### config.mk
export PLATFORM = sky130hd
export DESIGN_NAME = lfu_ctrl
export DESIGN_NICKNAME = d
export VERILOG_FILES = /design/src/rtl/core/lfu_pkg.sv /design/src/rtl/core/lfu_ctrl.sv
export SDC_FILE = /design/constraint.sdc
export NUM_CORES = 1
export LEC_CHECK = 0
export ABC_AREA = 0
export BUFFER_PORTS_ARGS = -buffer_cell sky130_fd_sc_hd__buf_4
export CELL_PAD_IN_SITES_DETAIL_PLACEMENT = 1
export CELL_PAD_IN_SITES_GLOBAL_PLACEMENT = 2
export CORE_AREA = 2 2 39 41
export DETAILED_ROUTE_END_ITERATION = 8
export DIE_AREA = 0 0 41 43
export HOLD_SLACK_MARGIN = 0.12
export PLACE_DENSITY = 0.6
export SYNTH_ARGS = -nofsm -noshare
export SYNTH_HDL_FRONTEND = slang
export SYNTH_SLANG_ARGS = --single-unit
### constraint.sdc
create_clock -name clk_i -period 2.1 [get_ports clk_i]
set_clock_uncertainty 0.1 [all_clocks]
set_input_delay 0 -clock clk_i [delete_from_list [all_inputs] [get_ports clk_i]]
set_output_delay 0 -clock clk_i [all_outputs]
set_load 0.1 [all_outputs]
### src/rtl/core/lfu_pkg.sv
// Package for the LFU cache table unit: widths, controller states and the
// command and status structs between controller and datapath. No dependencies.
`default_nettype none
package lfu_pkg;
  localparam int unsigned KeyW   = 32;
  localparam int unsigned ValW   = 32;
  localparam int unsigned CntW   = 16;
  localparam int unsigned StampW = 32;
  localparam int unsigned CapW   = 5;
  localparam logic [CntW-1:0] CountMax = '1;

  typedef enum logic [2:0] {
    ST_IDLE,
    ST_SCAN,
    ST_UPDATE,
    ST_OUT
  } lfu_state_e;

  typedef struct packed {
    logic load;    // capture the input item, clear scan state
    logic scan;    // examine the slot at the scan index
    logic update;  // apply the access to the table
  } lfu_cmd_t;

  typedef struct packed {
    logic scan_last;  // scan index is at the final slot
  } lfu_stat_t;
endpackage
`default_nettype wire

### src/rtl/core/lfu_ctrl.sv
// Controller state machine of the LFU cache table unit.
// Depends on lfu_pkg.
`default_nettype none
module lfu_ctrl
  import lfu_pkg::*;
(
  input  wire logic clk_i,
  input  wire logic rst_ni,
  input  wire logic in_valid_i,
  output logic      in_ready_o,
  output logic      out_valid_o,
  input  wire logic out_ready_i,
  input  lfu_stat_t stat_i,
  output lfu_cmd_t  cmd_o
);
  lfu_state_e state_q, state_d;

  always_ff @(posedge clk_i or negedge rst_ni) begin
    if (!rst_ni) begin
      state_q <= ST_IDLE;
    end else begin
      state_q <= state_d;
    end
  end

  always_comb begin
    state_d     = state_q;
    cmd_o       = '0;
    in_ready_o  = 1'b0;
    out_valid_o = 1'b0;
    case (state_q)
      ST_IDLE: begin
        in_ready_o = 1'b1;
        if (in_valid_i) begin
          cmd_o.load = 1'b1;
          state_d    = ST_SCAN;
        end
      end
      ST_SCAN: begin
        cmd_o.scan = 1'b1;
        if (stat_i.scan_last) begin
          state_d = ST_UPDATE;
        end
      end
      ST_UPDATE: begin
        cmd_o.update = 1'b1;
        state_d      = ST_OUT;
      end
      ST_OUT: begin
        out_valid_o = 1'b1;
        if (out_ready_i) begin
          state_d = ST_IDLE;
        end
      end
      default: state_d = ST_IDLE;
    endcase
  end
endmodule
`default_nettype wire

Word-level counts from Yosys, hierarchy flattened. Cells that the tools add are included.

Logic and storage cells: 19. Bits in registers: 3. Bits of input ports: 5.

Reduce and logical (&&, ||, !) cells: 2. Eq/ne operators: 6. Multiplexer cells: 10.

Operators with widths (number): $pmux W3 S4 (1); $mux W3 (3); $eq A3 B2 Y1 const B (2); $mux W1 (6); $ne A2 B2 Y1 const B (3); $eq A3 B1 Y1 const B (1); $logic_not A3 Y1 (1); $reduce_and A3 Y1 (1).

Longest topological paths before layout. Gate-level depths: netlist of the first run.

Depth in word-level cells: 3. Mapped depth: 5. Mapped depth without buffers: 5.

Worst setup path before layout of the first run. No wires, ideal clock.

Path kind: reg-to-output. Start: register state_q[0]. End: output port cmd_o[2] (netlist bit). Stages on the path, launching flop included: 4. Path slack: -193 ps. Data arrival time: 2193 ps. Required time: 2000 ps. Cells stage by stage: dfrtp_1 inv_1 ha_1 and2_1.

RTL lines: from (decl) (line lfu_ctrl.sv:16) `lfu_state_e state_q, state_d;`; from (signal assigned) (line lfu_ctrl.sv:22) `state_q <= state_d;`; to (decl) (line lfu_ctrl.sv:14) `output lfu_cmd_t cmd_o`.

Worst setup path in the final report of the first run.
Start: register state_q[0]. End: register state_q[0].

Word-level cells in the longest chain between the ends: 3. Elaborated cells on any way between the ends: 9.

Ends and longest elaborated chain: $eq A3 B1 Y1, or another cell as far along (line lfu_ctrl.sv:31) `case (state_q)`; $ne A2 B2 Y1 (no line); $reduce_and A3 Y1 (no line).

Parallel ways exist; a longest one is shown, timed or not. A chain may end at the register's enable or synchronous reset.

==> results of run 1 <==
worst reg2reg max path, cell delays in order (launching register included):
cell	delay, ns
dfrtp_1	0.37
inv_1	0.09
ha_2	0.22
inv_2	0.06
o22ai_1	0.07
dlygate4sd3_1	0.55
o32ai_1	0.26
final cells by class:
class	instances	area (sq um)
sequential	2	50.0
tap	16	20.0
inverter	4	15.0
clock buffer	3	22.5
multi-input combinational	11	114
timing repair buffer	14	118
fill	164	1040
kinds of logic (layout without fill, tap and decap cells):
kind of cell,count (synthesis),count (layout),synth area share
adders and majority gates,4,4,0.290
buffers and inverters,4,21,0.0869
AOI/OAI and AO/OA,3,3,0.152
and+or+nand+nor,3,3,0.0942
DFF,2,2,0.290
muxes,1,1,0.0869
final timing paths:
check,end,from,slack [ns],cells after the start
worst max-delay path,state_q[0]$_DFFE_PN0P_,state_q[0]$_DFFE_PN0P_,0.28,6
worst min-delay path,state_q[0]$_DFFE_PN0P_,out_ready_i,0.19,4
worst max register to register,state_q[0]$_DFFE_PN0P_,state_q[0]$_DFFE_PN0P_,0.28,6
worst min register to register,state_q[1]$_DFFE_PN0P_,state_q[1]$_DFFE_PN0P_,0.48,1
max in group asynchronous,state_q[1]$_DFFE_PN0P_,rst_ni,1.23,3
min in group asynchronous,state_q[0]$_DFFE_PN0P_,rst_ni,0.53,3
metrics by stage:
step | util | area [sq um] | worst slack, ns | hold WS (ns)
2_1_floorplan | - | 179 | 0.124 | -0.396
3_3_place_gp | 0.193 | 267 | 0.535 | -0.315
3_5_place_dp | 0.193 | 267 | 0.517 | -0.314
4_1_cts | 0.245 | 339 | 0.269 | 0.181
5_1_grt | 0.245 | 339 | 0.160 | 0.193
6_report | 0.245 | 339 | 0.279 | 0.186
per-layer routing:
| metal | track usage | routed length, um | vias up |
|---|---|---|---|
| li1 | - | - | 91 |
| met1 | 0.0710 | 198 | 82 |
| met2 | 0.116 | 238 | 14 |
| met3 | 0.0942 | 70 | 0 |
| met4 | 0.0400 | 0 | 0 |
| met5 | 0 | 0 | - |
cell usage in the layout, fill, tap and decap left out, drive strengths merged:
cell type / count
clkbuf: 3
and2: 1
ha: 4
dlygate4sd3: 5
o32ai: 1
dfrtp: 2
nand2b: 1
o22ai: 1
mux2: 1
buf: 9
inv: 4
o221a: 1
nor2: 1
repair_timing:
action                                 CTS  global route
hold buffers                             5             0
endpoints found under the hold margin    3             0
setup buffers                            0             0
==> metrics.csv, run 1 <==
metric,value,unit
outcome,"finished, final reports clean",
global_route.overflow_total,0,
largestRegisters,state_q: 2 flops,
design.final.nets,45,
netlist.top_cell.by_area,dfrtp_1,
placedCellCount,42,
grt_max_degree,5,
fmax,0.549,GHz
setup_crit_end_kind,flop,
rows,14,
timing.max_cap.violations,0,
post_synth_inst_count,17,
worst_path_top_cell_family_by_delay,buffers and inverters,
kind_of_path_behind_the_tightest_hold_check,input port to flop,
final_critical_delay_including_setup_and_external_delays,1.82,ns
ys_top_cells_by_count,"4 x ha_1, 3 x inv_1, 2 x dfrtp_1",
final-setup-viol-count,0,
final_max_slew_viol_count,0,
ios,10,
place.detailed.hpwl,384,um
die_area,1760,sq um
synthDistinctLibCells,11,
io_buffer_count,9,
route.final.wire_length,506,um
final_worst_path_cycle_share,0.867,
timing_hold_violations_final,0,
die_width,41,um
antenna_cells,0,
clock_sinks,2,
clock_insertion_delay_worst_skew,0.23,ns
drt_pass1_iterations,3,
first_iter_violations,3,
leading_post_synthesis_cells_by_cell_area,"dfrtp_1 29%, ha_1 29%, mux2_4 8.7%",
worst-setup-path-type,flop to flop,
timing_worst_slew_pin_value,0.278,ns
rsz_0062_raised_after_global_routing,no,
critPathLaunchType,flop,
fin_cells,50,
yosys_register_bits,2,
max_flop_register,state_q,
initial_utilization,0.125,
critical_path_arrival,1.85,ns
synth-warning-count,0,
cts_resized,0,
clkTransAtPathRegs,0.03,ns
synthesis.area,173,sq um
gp_routability_congestion,0.663,
setup-tns-final,0,ns
path_cells,"inv_1, ha_2, inv_2, o22ai_1, dlygate4sd3_1, o32ai_1",
synthFlopType,dfrtp_1,
timing.critical_path.required,2.13,ns
max_slew_margin,0.816,
grt_pass1_wl,862,um
cts_made_buffers,3,
clock_tree_from_tritoncts,done,
global_route.usage.total,0.0834,
synth_most_common_cell,ha_1,
antenna_violations_before_repair,0,
drive_gt1_frac,0.500,
avgSynthCellArea,10.2,sq um
yosysTopAreaCellShare,0.290,
critical_path_peak_fanout,4,
largest_reg_flops,2,
number_of_flops_mapped_to_enable_cells_by_yosys,0,
synthesis.nets,26,
layout-area-overhead-vs-synth,96.4,%
number_of_global_route_vias_before_repair,228,
synth.yosys.seq_area_share,0.290,
drt_drc_violations_left,0,
std_cell_core_area,1380,sq um
detail_route.vias_per_cell,3.74,
clk_root_buffer_cell,clkbuf_4,
critPathMaxStageDelay,0.55,ns
wl_per_cell,10.1,um
cpMaxStageDelayCell,dlygate4sd3_1,
cts.path.max_buffers,2,
postSynth.asyncResetShare,1.00,
cts_htree_levels,1,
die_height,43,um
critPathBufInv,3,
antenna_left,0,
via_count,187,
Power of run 1 is not shown: default switching activity piles up to over one toggle a cycle in this logic, so the estimate is an artifact.
==> run 2, diff against run 1 <==
--- a/config.mk
+++ b/config.mk
@@ -7,13 +7,14 @@
 export LEC_CHECK = 0
 export ABC_AREA = 0
 export BUFFER_PORTS_ARGS = -buffer_cell sky130_fd_sc_hd__buf_4
+export CAP_MARGIN = 5
 export CELL_PAD_IN_SITES_DETAIL_PLACEMENT = 1
 export CELL_PAD_IN_SITES_GLOBAL_PLACEMENT = 2
 export CORE_AREA = 2 2 39 41
 export DETAILED_ROUTE_END_ITERATION = 8
 export DIE_AREA = 0 0 41 43
 export HOLD_SLACK_MARGIN = 0.12
-export PLACE_DENSITY = 0.6
+export PLACE_DENSITY_LB_ADDON = 0.1
 export SYNTH_ARGS = -nofsm -noshare
 export SYNTH_HDL_FRONTEND = slang
 export SYNTH_SLANG_ARGS = --single-unit
==> run 2 against run 1 <==
Register-to-register slack about the same. Non-clock buffer count fell by 1. Utilization fell by 0.72 points. Global-route usage decreased by 1.2 points. Die area unchanged. Critical path depth unchanged. Via count down 2.7%. Sequential share of layout area rose by 0.45 points. Setup slack barely moved. Highest routed layer unchanged.
==> metrics.csv, run 2 (synthesized netlist as in run 1, its figures left out) <==
metric,value,unit
ios,10,
antenna_cells,0,
rows,14,
placedInstanceArea,267,sq um
cts_resized,0,
fin_cells,49,
critical_path_peak_fanout,4,
worst-setup-path-type,flop to flop,
kind_of_path_behind_the_tightest_hold_check,input port to flop,
final_worst_path_cycle_share,0.867,
final-setup-viol-count,0,
timing_hold_violations_final,0,
clock_sinks,2,
detail_route.vias_per_cell,3.71,
io_buffer_count,9,
first_iter_violations,0,
largestRegisters,state_q: 2 flops,
place.detailed.hpwl,364,um
wl_per_cell,9.39,um
die_area,1760,sq um
global_route.overflow_total,0,
outcome,"finished, final reports clean",
largest_reg_flops,2,
rsz_0062_raised_after_global_routing,no,
drt_drc_violations_left,0,
layout-area-overhead-vs-synth,90.6,%
grt_max_degree,5,
final_max_slew_viol_count,0,
clock_insertion_delay_worst_skew,0.22,ns
cts_htree_levels,1,
max_flop_register,state_q,
clock_tree_from_tritoncts,done,
cts_made_buffers,3,
seqCellArea,50.0,sq um
fmax,0.549,GHz
route.final.wire_length,460,um
gp_routability_congestion,0.613,
max_slew_margin,0.815,
number_of_global_route_vias_before_repair,216,
setup_crit_end_kind,flop,
critical_path_arrival,1.84,ns
via_count,182,
most_common_library_cell_in_the_layout_ignoring_fill_and_taps,buf_4,
std_cell_core_area,1380,sq um
timing.critical_path.required,2.12,ns
multi_input_area,114,sq um
antenna_left,0,
final_critical_delay_including_setup_and_external_delays,1.82,ns
cts.path.max_buffers,2,
clkTransAtPathRegs,0.03,ns
timing.max_cap.violations,0,
layout.cells.most_common_list,"9 x buf_4, 4 x dlygate4sd3_1, 3 x inv_1, 3 x clkbuf_4",
global_route.usage.total,0.0714,
critPathLaunchType,flop,
clk_root_buffer_cell,clkbuf_4,
timing_worst_slew_pin_value,0.279,ns
final_cell_area,329,sq um
grt_pass1_wl,779,um
die_width,41,um
placedCellCount,42,
drt_pass1_iterations,1,
antenna_violations_before_repair,0,
drive_gt1_frac,0.515,
fillers,168,
initial_utilization,0.125,
die_height,43,um
design.final.nets,44,
setup-tns-final,0,ns
run 2: worst paths after layout:
check | to | cells past startpoint | slack (ns) | start
worst min-delay path | state_q[0]$_DFFE_PN0P_ | 3 | 0.16 | in_valid_i
worst max register to register | state_q[0]$_DFFE_PN0P_ | 6 | 0.28 | state_q[0]$_DFFE_PN0P_
worst max-delay path | state_q[0]$_DFFE_PN0P_ | 6 | 0.28 | state_q[0]$_DFFE_PN0P_
max in group asynchronous | state_q[1]$_DFFE_PN0P_ | 3 | 1.24 | rst_ni
min in group asynchronous | state_q[0]$_DFFE_PN0P_ | 3 | 0.54 | rst_ni
worst min register to register | state_q[1]$_DFFE_PN0P_ | 1 | 0.48 | state_q[1]$_DFFE_PN0P_
run 2: metrics by stage:
| stage | util | hold slack (ns) | worst slack [ns] |
|---|---|---|---|
| global placement | 0.193 | -0.318 | 0.505 |
| global route | 0.238 | 0.184 | 0.135 |
| floorplan | - | -0.396 | 0.124 |
| CTS | 0.238 | 0.160 | 0.255 |
| finish | 0.238 | 0.158 | 0.278 |
| detailed placement | 0.193 | -0.316 | 0.521 |
run 2: cell type report:
| type | instances | area share |
|---|---|---|
| clock buffers | 3 | 0.0684 |
| inverters | 4 | 0.0456 |
| multi-input cells | 11 | 0.346 |
| flip-flops and latches | 2 | 0.152 |
| well taps | 16 | 0.0608 |
| repair buffers | 13 | 0.327 |
run 2: worst max-delay path: stages, from the launching register on:
cell and delay, ns:
dfrtp_1 0.37, inv_1 0.09, ha_2 0.21, inv_2 0.06, o22ai_1 0.07, dlygate4sd3_1 0.55
o32ai_1 0.26
run 2: repair_timing:
action | in CTS | in global routing
setup buffers | 0 | 0
hold buffers | 4 | 0
endpoints found under the hold margin | 3 | 0
run 2: layer usage:
metal | part of all wire | vias up | wire length (um) | global-route usage
li1 | - | 92 | - | -
met1 | 0.39 | 84 | 178 | 0.0548
met2 | 0.55 | 6 | 252 | 0.113
met3 | 0.061 | 0 | 28 | 0.0471
met4 | 0 | 0 | 0 | 0.0600
met5 | 0 | - | 0 | 0
Power of run 2 is left out for the same reason.
