**src/rtl/core/lfu_pkg.sv**
```systemverilog
// Package for the LFU cache table unit: widths, controller states and the
// command and status structs between controller and datapath. No dependencies.
`default_nettype none
package lfu_pkg;
  localparam int unsigned KeyW   = 32;
  localparam int unsigned ValW   = 32;
  localparam int unsigned CntW   = 16;
  localparam int unsigned StampW = 32;
  localparam int unsigned CapW   = 5;
  localparam logic [CntW-1:0] CountMax = '1;

  typedef enum logic [2:0] {
    ST_IDLE,
    ST_SCAN,
    ST_UPDATE,
    ST_OUT
  } lfu_state_e;

  typedef struct packed {
    logic load;    // capture the input item, clear scan state
    logic scan;    // examine the slot at the scan index
    logic update;  // apply the access to the table
  } lfu_cmd_t;

  typedef struct packed {
    logic scan_last;  // scan index is at the final slot
  } lfu_stat_t;
endpackage
`default_nettype wire

```
**src/rtl/core/lfu_dp.sv**
```systemverilog
// Datapath of the LFU cache table unit: entry table, scan registers, update.
// Depends on lfu_pkg.
`default_nettype none
module lfu_dp
  import lfu_pkg::*;
#(
  parameter int unsigned MaxEntries = 16
) (
  input  wire logic              clk_i,
  input  wire logic              rst_ni,
  input  lfu_cmd_t               cmd_i,
  output lfu_stat_t              stat_o,
  input  wire logic [CapW-1:0]   cap_i,
  input  wire logic              action_i,
  input  wire logic [KeyW-1:0]   key_i,
  input  wire logic [ValW-1:0]   val_i,
  output logic                   hit_o,
  output logic [ValW-1:0]        read_value_o,
  output logic                   evicted_o,
  output logic [KeyW-1:0]        evicted_key_o
);
  localparam int unsigned IdxW = (MaxEntries > 1) ? $clog2(MaxEntries) : 1;
  localparam int unsigned OccW = $clog2(MaxEntries + 1);

  logic [MaxEntries-1:0] valid_q;
  logic [KeyW-1:0]       key_mem   [MaxEntries];
  logic [ValW-1:0]       val_mem   [MaxEntries];
  logic [CntW-1:0]       cnt_mem   [MaxEntries];
  logic [StampW-1:0]     stamp_mem [MaxEntries];
  logic [StampW-1:0]     clock_q;
  logic [OccW-1:0]       occ_q;

  logic            put_q;
  logic [KeyW-1:0] key_q;
  logic [ValW-1:0] val_q;
  logic [IdxW-1:0] idx_q;
  logic            found_q, free_ok_q, vic_ok_q;
  logic [IdxW-1:0] found_idx_q, free_idx_q, vic_idx_q;
  logic [CntW-1:0] vic_cnt_q;
  logic [StampW-1:0] vic_stamp_q;

  logic [OccW-1:0] cap_eff;
  logic            better;
  logic            cap_le;

  assign cap_le  = ({{(32-CapW){1'b0}}, cap_i} <= 32'(MaxEntries));
  assign cap_eff = cap_le ? OccW'(cap_i) : OccW'(MaxEntries);
  assign stat_o.scan_last = (idx_q == IdxW'(MaxEntries - 1));
  assign better = !vic_ok_q || (cnt_mem[idx_q] < vic_cnt_q) ||
                  ((cnt_mem[idx_q] == vic_cnt_q) && (stamp_mem[idx_q] < vic_stamp_q));

  // Scan registers: one slot per cycle for key match, free slot and victim.
  always_ff @(posedge clk_i or negedge rst_ni) begin
    if (!rst_ni) begin
      idx_q     <= '0;
      found_q   <= 1'b0;
      free_ok_q <= 1'b0;
      vic_ok_q  <= 1'b0;
    end else if (cmd_i.load) begin
      idx_q     <= '0;
      found_q   <= 1'b0;
      free_ok_q <= 1'b0;
      vic_ok_q  <= 1'b0;
    end else if (cmd_i.scan) begin
      idx_q <= idx_q + 1'b1;
      if (valid_q[idx_q]) begin
        if (!found_q && key_mem[idx_q] == key_q) begin
          found_q <= 1'b1;
        end
        if (better) begin
          vic_ok_q <= 1'b1;
        end
      end else if (!free_ok_q) begin
        free_ok_q <= 1'b1;
      end
    end
  end

  always_ff @(posedge clk_i) begin
    if (cmd_i.load) begin
      put_q <= action_i;
      key_q <= key_i;
      val_q <= val_i;
    end else if (cmd_i.scan) begin
      if (valid_q[idx_q]) begin
        if (!found_q && key_mem[idx_q] == key_q) begin
          found_idx_q <= idx_q;
        end
        if (better) begin
          vic_idx_q   <= idx_q;
          vic_cnt_q   <= cnt_mem[idx_q];
          vic_stamp_q <= stamp_mem[idx_q];
        end
      end else if (!free_ok_q) begin
        free_idx_q <= idx_q;
      end
    end
  end

  // Update step: decide the destination slot, write the table and register the result.
  logic            do_touch, do_insert, do_evict;
  logic [IdxW-1:0] dst;
  always_comb begin
    do_touch  = found_q && (!put_q || cap_eff != '0);
    do_evict  = put_q && !found_q && cap_eff != '0 && occ_q >= cap_eff && vic_ok_q;
    do_insert = put_q && !found_q && cap_eff != '0 &&
                ((occ_q >= cap_eff) ? vic_ok_q : free_ok_q);
    dst       = do_evict ? vic_idx_q : free_idx_q;
  end

  always_ff @(posedge clk_i or negedge rst_ni) begin
    if (!rst_ni) begin
      valid_q <= '0;
      clock_q <= '0;
      occ_q   <= '0;
    end else if (cmd_i.update) begin
      if (do_touch || do_insert) begin
        clock_q <= clock_q + 1'b1;
      end
      if (do_insert) begin
        valid_q[dst] <= 1'b1;
        if (!do_evict) begin
          occ_q <= occ_q + 1'b1;
        end
      end
    end
  end

  always_ff @(posedge clk_i) begin
    if (cmd_i.update) begin
      hit_o         <= found_q;
      read_value_o  <= (found_q && !put_q) ? val_mem[found_idx_q] : '0;
      evicted_o     <= do_evict;
      evicted_key_o <= do_evict ? key_mem[vic_idx_q] : '0;
      if (do_touch) begin
        if (cnt_mem[found_idx_q] != CountMax) begin
          cnt_mem[found_idx_q] <= cnt_mem[found_idx_q] + 1'b1;
        end
        stamp_mem[found_idx_q] <= clock_q;
        if (put_q) begin
          val_mem[found_idx_q] <= val_q;
        end
      end else if (do_insert) begin
        key_mem[dst]   <= key_q;
        val_mem[dst]   <= val_q;
        cnt_mem[dst]   <= CntW'(1);
        stamp_mem[dst] <= clock_q;
      end
    end
  end
endmodule
`default_nettype wire

```
**config.mk**
```make
export PLATFORM = sky130hd
export DESIGN_NAME = lfu_dp
export DESIGN_NICKNAME = d
export VERILOG_FILES = /design/src/rtl/core/lfu_pkg.sv /design/src/rtl/core/lfu_dp.sv
export SDC_FILE = /design/constraint.sdc
export NUM_CORES = 2
export LEC_CHECK = 0
export BUFFER_PORTS_ARGS = -buffer_cell sky130_fd_sc_hd__buf_2
export CAP_MARGIN = 0
export CORE_MARGIN = 1
export CORE_UTILIZATION = 61
export DETAILED_ROUTE_END_ITERATION = 8
export PLACE_DENSITY_LB_ADDON = 0.15
export SYNTH_ARGS = -nofsm -noshare
export SYNTH_HDL_FRONTEND = slang
export SYNTH_SLANG_ARGS = --single-unit
export TNS_END_PERCENT = 20
```
**constraint.sdc**
```tcl
create_clock -name clk_i -period 16.5 [get_ports clk_i]
set_input_delay 1.65 -clock clk_i [delete_from_list [all_inputs] [get_ports clk_i]]
set_output_delay 1.65 -clock clk_i [all_outputs]
set_load 0.01 [all_outputs]
```
* Word level (Yosys, flattened, before mapping)
Memory sizes are Yosys's and may differ from the RTL's. A register that Yosys moved wholly into a read port is not among the register bits.
Cells that the tools add are included.
Widths: inputs -> output; s select.
** Word-level totals
- Register bits after elaboration :: 187
- RAM bits :: 1792
- Input port bits :: 75
- Output and inout port bits :: 67
- Word-level logic and storage cells :: 123
- Memories kept :: 4
** Cells by class
- $add $sub $neg :: 4
- Order comparisons :: 7
- Eq/ne operators :: 5
- Mux-type cells :: 45
- Bitwise gates (word level) :: 5
- Reductions and logical operators :: 36
** Memory list
- key_mem :: depth 16, width 32, read ports 2, clocked after memory_dff 1, write ports 1, line lfu_dp.sv:26 : logic [KeyW-1:0] key_mem [MaxEntries];
- stamp_mem :: depth 16, width 32, read ports 1, clocked after memory_dff 0, write ports 1, line lfu_dp.sv:29 : logic [StampW-1:0] stamp_mem [MaxEntries];
- val_mem :: depth 16, width 32, read ports 1, clocked after memory_dff 1, write ports 1, line lfu_dp.sv:27 : logic [ValW-1:0] val_mem [MaxEntries];
- cnt_mem :: depth 16, width 16, read ports 2, clocked after memory_dff 1, write ports 1, line lfu_dp.sv:28 : logic [CntW-1:0] cnt_mem [MaxEntries];
** Operators with widths (number)
- $mux 32 :: 2
- $reduce_or 32->1 :: 2
- $add 32x1->32 const B :: 1
- $eq 32x32->1 :: 1
- $lt 32x32->1 :: 1
- $mux 1 :: 32
- $mux 4 :: 7
- $add 16x1->16 const B :: 1
- $eq 16x16->1 :: 1
- $lt 16x16->1 :: 1
- $mux 16 :: 1
- $ne 16x16->1 const B :: 1
- $or 16x16->16 :: 1
- $reduce_or 16->1 :: 1
- $reduce_and 4->1 :: 3
- $logic_and 1x1->1 :: 10
- $lt 4x5->1 const B :: 2
- $reduce_and 3->1 :: 3
- $reduce_bool 2->1 :: 4
- $reduce_and 2->1 :: 3
- $add 5x1->5 const B :: 1
- $ge 5x5->1 :: 1
- $le 5x5->1 const B :: 1
- $logic_not 1->1 :: 5
- 10 further kinds :: 16

* Longest topological paths before layout
- Depth in word-level cells :: 12
- Depth in mapped cells :: 19
- Depth with buffers taken out :: 13

* Worst setup path after synthesis
OpenSTA, ideal clock, no wires.
- Path type :: register to register
- Start point :: register idx_q[0]
- End point :: register vic_cnt_q[0], read port of cnt_mem, enable pin
- Setup time :: 0.539 ns
- Data arrival time :: 8.340 ns
- Data required time :: 15.961 ns
- Path slack :: 7.621 ns
- Stages on the path, launching flop included :: 20
- Path buffers :: 7
- Period minus slack after synthesis :: 8.879 ns
- Cell sequence :: dfrtp_1 > buf_6 > buf_6 > buf_6 > buf_8 > buf_6 > clkbuf_1 > buf_1 > mux4_2 > mux4_2 > ha_1 > a21o_1 > a21o_1 > a21o_1 > a21o_1 > a21oi_1 > nor2b_1 > o31ai_1 > a31oi_1 > o31ai_1
** On the way
- Cells in the longest elaborated chain, start to end :: 5
- Elaborated cells on any way between the ends :: 11
- Those cells by class :: order compare: 2; eq/ne: 1; mux: 2; reduce/logical: 4; memory: 2
** Ends and longest elaborated chain
- from (decl) :: line lfu_dp.sv:36 : logic [IdxW-1:0] idx_q;
- from (signal assigned) :: line lfu_dp.sv:65 : idx_q <= idx_q + 1'b1;
- $mem_v2 16x32 or $mem_v2 16x16 (tied branches)
- $lt 32x32->1, or another cell as far along :: line lfu_dp.sv:50 : ((cnt_mem[idx_q] == vic_cnt_q) && (stamp_mem[idx_q] < vic_stamp_q));
- $logic_and 1x1->1 or $logic_or 1x1->1 (tied branches) :: line lfu_dp.sv:50, lfu_dp.sv:49
- $logic_or 1x1->1 :: line lfu_dp.sv:49 : assign better = !vic_ok_q || (cnt_mem[idx_q] < vic_cnt_q) ||
- $reduce_and 4->1 (no source line) *
- to (decl) :: line lfu_dp.sv:39 : logic [CntW-1:0] vic_cnt_q;
Mark *: on every way between the ends. The rest lies on a longest branch, timed or not. The select of a mux whose other input is x is not followed.
A chain may end at the register's enable or synchronous reset.

* Final worst setup path
- Start point :: register idx_q[0]
- End point :: register vic_cnt_q[7], read port of cnt_mem, enable pin
The elaborated chain is that of the path after synthesis.

==> flow_summary_export.csv <==
group,metric,value,unit
synthesis,synth_ff_type,"edfxtp_1",
setup_path,timing.critical_path.from_type,"flop",
min_path,hold_path_class,"reg -> reg",
route,vias,42287,
route,drcViolationCount,6,
timing,skew,0.0511,ns
synthesis,synth-simple-area-share,0.0282,
synthesis,yosysWarnings,0,
route,dr.pass1.iters,7,
setup_path,critical_path.slowest_cell,"dfrtp_4",
global_route,grt_max_degree,131,
power,power.density,117,nW/um2
cts,clk_pin_slew,0.06,ns
min_path,worstHoldStart,"valid_q[10]",
timing,timing.final.crit_share,0.412,
setup_path,r2r_end,"vic_cnt_q[7]",
place,io_buffer_count,141,
layout,nets,4317,
cts,clk_path_buf_depth,3,
synthesis,synth.distinct_cells,76,
synthesis,synthMuxAreaShare,0.211,
route,vias_per_cell,6.79,
outcome,status,"complete, but fails checks",
timing,fmax,147,MHz
synthesis,syn_nets,4107,
setup_path,slowest_delay,0.83,ns
global_route,track_usage,0.283,
global_route,antenna_found_initial,4,
setup_path,cp_max_fo,97,
min_path,hold_depth,1,
job,maxCapViolations,0,
setup_path,reg2reg_from,"idx_q[0]",
timing,finalHoldViolations,0,
die,die_h,377,um
setup_path,required,16.94,ns
setup_path,cp_cell_sequence,"buf_12, buf_4, mux4_2, mux4_2, ha_1, a21o_1, a21o_1, a21o_1, a21o_1, a21oi_1, nor2b_1, o31ai_1, a31oi_1, o31ai_4, buf_4",
place,place_congestion,0.858,
synthesis,netlist_area,85600,um2
outcome,violations,"design-rule violations",
power,peakVddDrop,114,uV
cts,clock_latency,0.83,ns
setup_path,worst_setup_path_end_kind,"flop",
route,ant_nets,0,
layout,syn2layout_area_growth,11.2,%
synthesis,synth-compound-area-share,0.0156,
timing,worstMarginPinSlew,1.24,ns
synthesis,ys_seq_area_frac,0.714,
cts,cts_root_buf,"clkbuf_16",
global_route,grt_pass1_wl,290000,um
synthesis,ys_seq_elements,2047,
route,wl_per_cell,31.5,um
timing,fin_tns_setup,0,ns
setup_path,r2r_setup_slack,9.71,ns
setup_path,arrival,7.23,ns
die,io_pins,142,
timing,fin_crit,6.79,ns
setup_path,worstSetupPathType,"reg -> reg",
layout,layout-drive-gt1-share,0.318,
cts,cts.hold.buffers_added,0,
setup_path,rr_worst_depth,15,
die,coreArea,139000,um2
layout,layout_commonest_cell,"edfxtp_1",
min_path,whs_endpoint,"valid_q[10]",
timing,relSlewSlack,0.171,
synthesis,synth_cells,3976,
cts,htree_levels,4,
die,rows,137,
die,fp.dieW,377,um
synthesis,synth-edff-count,1983,
timing,finalSetupViolations,0,
die,initial_core_util,0.615,
power,leakagePower,0.0311,uW
setup_path,crit_top_cell,"a21o_1",
layout,layout_common_cells,"edfxtp_1, mux4_2, clkbuf_16",
global_route,grt_pass1_vias,42779,
cts,cts_setup_buffers,0,
place,hpwl,109000,um
global_route,grt-ovfl-total,0,
route,drtIter0Drc,5026,
cts,cts_resized,0,
timing,slew_viol_final,0,
cts,cts_buffers,198,
synthesis,synthAdderAreaFrac,0.00818,
synthesis,syn_area_per_cell,21.5,um2
synthesis,synth_top_family_by_area,"multiplexers",
die,die-area,142000,um2
synthesis,async_flop_share,0.0293,
cts,cts_tree,"yes",
cts,cts_num_sinks,2047,
route,wirelength,196000,um
synthesis,synthXorXnorAreaFrac,0.00736,
power,p_total,11100,uW
timing,rsz0062_at_grt,"false",
worst max-delay path: cells and delay by family, from the launching register on:
family / cells / cell delay (ns)
AOI/OAI and AO/OA: 8 / 1.84
and+or+nand+nor: 1 / 0.06
DFF: 1 / 0.83
buffers and inverters: 3 / 1.89
adders and majority gates: 1 / 0.33
muxes: 2 / 1.12
per-stage QoR:
stage | hold slack [ns] | instances | setup WS [ns] | util | instance area [um2]
3_5_place_dp | 0.445 | 5862 | 9.64 | 0.637 | 88800
3_3_place_gp | 0.440 | 5862 | 9.71 | 0.637 | 88800
6_report | 0.465 | 6232 | 9.71 | 0.683 | 95200
5_1_grt | 0.470 | 6229 | 9.26 | 0.683 | 95200
2_1_floorplan | 0.424 | 3976 | 7.62 | - | 85600
4_1_cts | 0.459 | 6229 | 9.62 | 0.683 | 95200
power breakdown:
group | total [uW] | switching [uW] | internal, uW
Clock | 4440 | 1930 | 2510
Sequential | 5960 | 128 | 5830
Combinational | 697 | 405 | 292
Total | 11100 | 2460 | 8630
cells in the mapped netlist (41+ instances only):
cell type,instances,area share
edfxtp_1,1983,0.70
mux4_2,762,0.20
clkbuf_1,107,0.0047
nand2_1,85,0.0037
nor2_1,85,0.0037
inv_1,78,0.0034
mux2i_1,70,0.0082
dfrtp_1,60,0.018
buf_1,58,0.0025
ha_1,56,0.0082
nor2b_1,53,0.0039
and3_1,52,0.0038
nor3_1,43,0.0025
xor2_1,41,0.0042
sequential cells by signal, summed over array words and instances (netlist names), 4 cells and up, named ones only:
signal         flops
clock_q           32
cnt_mem          256
evicted_key_o     32
found_idx_q        4
free_idx_q         4
idx_q              4
key_mem          512
key_q             32
occ_q              5
read_value_o      32
stamp_mem        512
val_mem          512
val_q             32
valid_q           16
vic_cnt_q         16
vic_idx_q          4
vic_stamp_q       32
cell families (layout without fill, tap and decap cells):
group / count (synthesis) / after routing
and+or+nand+nor: 455 / 455
AOI/OAI and AO/OA: 191 / 191
buffers and inverters: 309 / 686
DFF: 2047 / 2047
adders and majority gates: 56 / 56
other: 0 / 3
xor gates and xnor gates: 72 / 72
muxes: 846 / 846
worst max-delay path by stage:
stage | endpoint | startpoint | slack [ns] | depth (start not counted)
2_1_floorplan | vic_cnt_q[0] | idx_q[0] | 7.62 | 19
3_3_place_gp | vic_cnt_q[0] | idx_q[0] | 9.71 | 15
3_5_place_dp | vic_cnt_q[1] | idx_q[0] | 9.64 | 15
4_1_cts | vic_cnt_q[6] | idx_q[0] | 9.62 | 15
5_1_grt | vic_cnt_q[12] | idx_q[0] | 9.26 | 15
6_report | vic_cnt_q[7] | idx_q[0] | 9.71 | 15
layout make-up:
cell class | instances | area, um2
fillers | 8498 | 44100
inverters | 81 | 304
clock inverters | 104 | 1120
repair buffers | 238 | 1540
multi-input cells | 1620 | 23500
well taps | 1876 | 2350
clock buffers | 263 | 5270
flip-flops and latches | 2047 | 61100
diodes | 3 | 7.51
metal layers:
layer  wire, um  track usage
met4       3850       0.0660
met5         11            0
met2      96300        0.449
met3      18100       0.0506
met1      78000        0.419
No activity file was read; power rests on OpenSTA's default activity.
